**config.mk**
```make
export PLATFORM = sky130hd
export DESIGN_NAME = qebs_ctrl
export DESIGN_NICKNAME = d
export VERILOG_FILES = /design/src/sv/qebs_pkg.sv /design/src/sv/qebs_ctrl.sv
export SDC_FILE = /design/constraint.sdc
export NUM_CORES = 1
export LEC_CHECK = 0
export BUFFER_PORTS_ARGS = -buffer_cell sky130_fd_sc_hd__buf_2
export CORE_AREA = 2 2 39 41
export DETAILED_ROUTE_END_ITERATION = 8
export DIE_AREA = 0 0 41 43
export GPL_TIMING_DRIVEN = 0
export SLEW_MARGIN = 20
export SYNTH_ARGS = -nofsm -noshare
export SYNTH_HDL_FRONTEND = slang
export SYNTH_SLANG_ARGS = --single-unit
```
**constraint.sdc**
```tcl
create_clock -name clk -period 2.2 [get_ports clk]
set_clock_uncertainty 0.15 [all_clocks]
set_input_delay 0.22 -clock clk [delete_from_list [all_inputs] [get_ports clk]]
set_output_delay 0.22 -clock clk [all_outputs]
set_load 0.01 [all_outputs]
```
**src/sv/qebs_pkg.sv**
```systemverilog
// shared types and constants of the quantized embedding-bag block
`timescale 1ns / 1ps
`default_nettype none
package qebs_pkg;

	localparam int VALUE_W = 48;
	localparam int COUNT_W = 16;

	localparam logic signed [VALUE_W-1:0] ACC_MAX = {1'b0, {(VALUE_W-1){1'b1}}};
	localparam logic signed [VALUE_W-1:0] ACC_MIN = {1'b1, {(VALUE_W-1){1'b0}}};
	localparam logic signed [23:0] WEIGHT_ONE = 24'sd65536;

	typedef enum logic [1:0] {
		CFG_ELEMS      = 2'd0,
		CFG_ROWS       = 2'd1,
		CFG_NORMALIZE  = 2'd2,
		CFG_WEIGHTS    = 2'd3
	} cfg_index_t;

	typedef enum logic [1:0] {
		OP_WRITE_BYTE = 2'd0,
		OP_WRITE_ROW  = 2'd1,
		OP_LOOKUP     = 2'd2,
		OP_EMPTY      = 2'd3
	} op_t;

	typedef struct packed {
		op_t                op;
		logic [9:0]         row;
		logic [5:0]         column;
		logic [7:0]         data_byte;
		logic signed [31:0] row_scale;
		logic signed [31:0] row_bias;
		logic signed [31:0] lookup_index;
		logic signed [23:0] weight;
		logic               last_in_segment;
	} in_word_t;

	typedef struct packed {
		logic signed [47:0] value;
		logic [5:0]         element_index;
		logic               last_element;
		logic               status;
	} out_word_t;

	typedef enum logic [2:0] {
		ST_IDLE,
		ST_ACCUM,
		ST_DRAIN,
		ST_EMIT_RD,
		ST_EMIT_CAP,
		ST_DIV_WAIT,
		ST_PUT
	} state_t;

	typedef struct packed {
		logic accept;
		logic issue;
		logic cnt_clr;
		logic cnt_inc;
		logic emit_rd;
		logic emit_cap;
		logic div_start;
		logic div_cap;
		logic out_load;
		logic seg_clear;
	} cmd_t;

	typedef struct packed {
		logic lookup_ok;
		logic elem_last;
		logic pipe_busy;
		logic use_div;
		logic div_done;
		logic out_free;
	} status_t;

endpackage
`default_nettype wire

```
**src/sv/qebs_ctrl.sv**
```systemverilog
// sequencer for load, lookup and segment emit
`timescale 1ns / 1ps
`default_nettype none
module qebs_ctrl (
	input  logic              clk,
	input  logic              arst_n,
	input  logic              in_valid,
	input  qebs_pkg::op_t     in_op,
	input  logic              in_last,
	input  qebs_pkg::status_t sts,
	output logic              in_stall,
	output qebs_pkg::cmd_t    cmd
);
	import qebs_pkg::*;

	state_t state_q, state_d;
	logic   last_q, last_d;

	always_ff @(posedge clk or negedge arst_n) begin
		if (!arst_n) begin
			state_q <= ST_IDLE;
			last_q  <= 1'b0;
		end else begin
			state_q <= state_d;
			last_q  <= last_d;
		end
	end

	always_comb begin
		state_d  = state_q;
		last_d   = last_q;
		cmd      = '0;
		in_stall = (state_q != ST_IDLE);
		case (state_q)
			ST_IDLE: begin
				if (in_valid) begin
					cmd.accept = 1'b1;
					last_d     = in_last;
					case (in_op)
						OP_LOOKUP: begin
							cmd.cnt_clr = 1'b1;
							if (sts.lookup_ok)
								state_d = ST_ACCUM;
							else if (in_last)
								state_d = ST_EMIT_RD;
						end
						OP_EMPTY: begin
							cmd.cnt_clr = 1'b1;
							state_d     = ST_EMIT_RD;
						end
						default: ;
					endcase
				end
			end
			ST_ACCUM: begin
				cmd.issue   = 1'b1;
				cmd.cnt_inc = 1'b1;
				if (sts.elem_last)
					state_d = ST_DRAIN;
			end
			ST_DRAIN: begin
				if (!sts.pipe_busy) begin
					cmd.cnt_clr = 1'b1;
					state_d     = last_q ? ST_EMIT_RD : ST_IDLE;
				end
			end
			ST_EMIT_RD: begin
				cmd.emit_rd = 1'b1;
				state_d     = ST_EMIT_CAP;
			end
			ST_EMIT_CAP: begin
				cmd.emit_cap = 1'b1;
				if (sts.use_div) begin
					cmd.div_start = 1'b1;
					state_d       = ST_DIV_WAIT;
				end else begin
					state_d = ST_PUT;
				end
			end
			ST_DIV_WAIT: begin
				if (sts.div_done) begin
					cmd.div_cap = 1'b1;
					state_d     = ST_PUT;
				end
			end
			ST_PUT: begin
				if (sts.out_free) begin
					cmd.out_load = 1'b1;
					if (sts.elem_last) begin
						cmd.seg_clear = 1'b1;
						state_d       = ST_IDLE;
					end else begin
						cmd.cnt_inc = 1'b1;
						state_d     = ST_EMIT_RD;
					end
				end
			end
			default: state_d = ST_IDLE;
		endcase
	end

endmodule
`default_nettype wire

```
==> flow_summary.toml <==
[placed_design]
placed_cell_area_um2 = 569
hpwlAfterDp_um = 863
io_buffers = 22
gp_congestion = 0.792

[clock_network]
clkTransAtPathRegs_ns = 0.04
cts_max_level = 1
tritoncts = "yes"
cts_buffers = 3
clk_latency_ns = 0.23
clockRootBuffer = "clkbuf_4"
clockBufferDepth = 2
post_cts_buffers = 0
cts.sinks = 4

[global_route]
grt_max_degree = 11
grt_pass1_vias = 385
track_usage_pct = 14.1
antenna_found_initial = 0
grt_overflow_total = 0
grt_pass1_wl_um = 1730

[pwr]
ir_worst_vdd_mv = 0.485
intPower_uw = 427
power.share.clock_pct = 12.1
power_frac_seq_pct = 18.4
leakagePower_uw = 0.000309
comb_power_share_pct = 69.5
p_switching_uw = 330
swShare_pct = 43.6
power_density_mw_per_mm2 = 1260

[logic_synthesis]
async_flop_share_pct = 100
netlist_area_um2 = 439
synthFlopType = "dfrtp_1"
ys_ff_latch = 4
synth-seq-area-share_pct = 22.8
syn-num-nets = 64
ys_types = 28
synth-edff-count = 0
yosysWarnings = 0
post_synth_inst_count = 52
syn_area_per_cell_um2 = 8.45

[setup_path]
endpoint = "cmd[7]"
end_kind = "output port"
reg2reg_depth = 4
worst_ep_required_time_ns = 1.83
crit_path_cell_trace = "buf_4 > buf_2 > mux2_2 > nor3_1 > buf_2"
crit_type = "flop to output port"
r2r-end = "last_q$_DFFE_PN0P_"
slowest_stage = "mux2_2"
worstReg2RegStart = "state_q[1]$_DFFE_PN0P_"
crit_arrival_ns = 1.53
rrSetupSlack_ns = 0.53
crit_start = "state_q[1]$_DFFE_PN0P_"
start_kind = "flop"
cpMostUsedCell = "buf_2"
cp_slowest_stage_delay_ns = 0.35
path_max_fanout = 10

[detailed_routing]
avgViaCountPerCell = 5.14
wl_per_cell_um = 11.6
route.antenna.remaining_nets = 0
highest_layer = "met3"
routed_wl_um = 1090
wl_met1_um = 489
drtIter0Drc = 6
drc_errors = 0
wl_met3_um = 57
wl_met2_um = 543
num_vias = 483
dr.pass1.iters = 4

[timing]
fin_tns_setup_ns = 0
relSlewSlack_pct = 66.8
rsz0062_at_grt = "no"
worst_pin_slew_ns = 0.492
finalSetupViolCount = 0
hold_violations = 0
fmax_mhz = 527
finalCritPeriodShare_pct = 86.2
period_needed_ns = 1.90
timing.hold.ws_ns = 0.0732
slew_viol_final = 0

[cells_and_area]
final_cell_mix = "24 x buf_2, 4 x nand2b_1, 4 x nor3_1, 4 x dfrtp_1"
utilization_pct = 43.5
final_cell_area_um2 = 602
insertedDiodeCount = 0
fin_nets = 92
drive_above_1_share_pct = 39.7
syn2layout_area_growth_pct = 37.0
layout_commonest_cell = "buf_2"

[status]
status = "finished, final reports clean"

[die]
row_count = 14
core_area_mm2 = 0.00138
start_util_pct = 31.7
fp.dieH_um = 43
die_area_mm2 = 0.00176
die_x_um = 41
pin_count = 23

[flow_run]
drv_cap = 0

[hold_path]
hp-class = "input port to flop"
## power by group through the flow
stage / Sequential (uW) / Clock (uW) / Combinational (uW)
2_1_floorplan: 135 / 0 / 393
3_3_place_gp: 142 / 0 / 525
3_5_place_dp: 142 / 0 / 525
4_1_cts: 140 / 91.9 / 528
5_1_grt: 148 / 104 / 587
6_report: 140 / 91.4 / 526
## routing by layer
metal | up-vias | GRT usage [%]
met2 | 13 | 20.6
li1 | 251 | -
met4 | 0 | 4.00
met1 | 219 | 20.3
met5 | - | 0
met3 | 0 | 3.14
## synthesized netlist by cell type (2+ instances only)
master	n	area, um^2
inv_1	3	11.3
o311ai_0	2	17.5
and2_1	2	12.5
nand2_1	3	11.3
nor3b_1	3	22.5
nand2b_1	4	25.0
buf_2	2	10.0
nor3_1	4	20.0
nor4bb_1	3	30.0
nor2_1	3	11.3
o21ai_0	2	10.0
dfrtp_1	4	100
a21o_1	2	15.0
## critical path: cells and delay by family, from the launching register on
| family | cells | cell delay [ns] |
|---|---|---|
| buffers and inverters | 3 | 0.52 |
| DFF | 1 | 0.31 |
| muxes | 1 | 0.35 |
| and+or+nand+nor | 1 | 0.12 |
## through the flow
stage / setup slack, ns / cells / power, uW
after floorplan: 0.576 / 52 / 528
after global placement: 0.518 / 90 / 667
after detailed placement: 0.512 / 90 / 667
after CTS: 0.294 / 94 / 761
after global routing: 0.165 / 94 / 840
final: 0.303 / 94 / 757
## how the worst min path moves through the flow
stage             from                  to  slack, ns  cells after the start
4_1_cts        in_last  last_q$_DFFE_PN0P_       0.08                      2
3_3_place_gp    arst_n  last_q$_DFFE_PN0P_      -0.12                      1
5_1_grt        in_last  last_q$_DFFE_PN0P_       0.08                      2
6_report       in_last  last_q$_DFFE_PN0P_       0.07                      2
2_1_floorplan   arst_n  last_q$_DFFE_PN0P_      -0.23                      0
3_5_place_dp    arst_n  last_q$_DFFE_PN0P_      -0.12                      1
## final cells by class
type	count	area, um^2
fill	144	782
multi-input combinational	40	295
timing repair buffer	23	120
sequential	4	100
buffer	5	32.5
clock buffer	3	22.5
tap	16	20.0
inverter	3	11.3
## sequential cells by signal, summed over array words and instances, names as in the netlist
register / cells
last_q: 1
state_q: 3
## cell families after synthesis
family / share of synthesized area, %
compound gates: 22.5
flops: 22.8
buf+inv: 9.97
simple gates: 39.6
mux: 5.13
## repair_timing
action	4_1_cts	5_1_grt
endpoints found under the hold margin	4	0
hold buffers	1	0
resized for setup	0	0
Power figures use the tool's default switching activity.
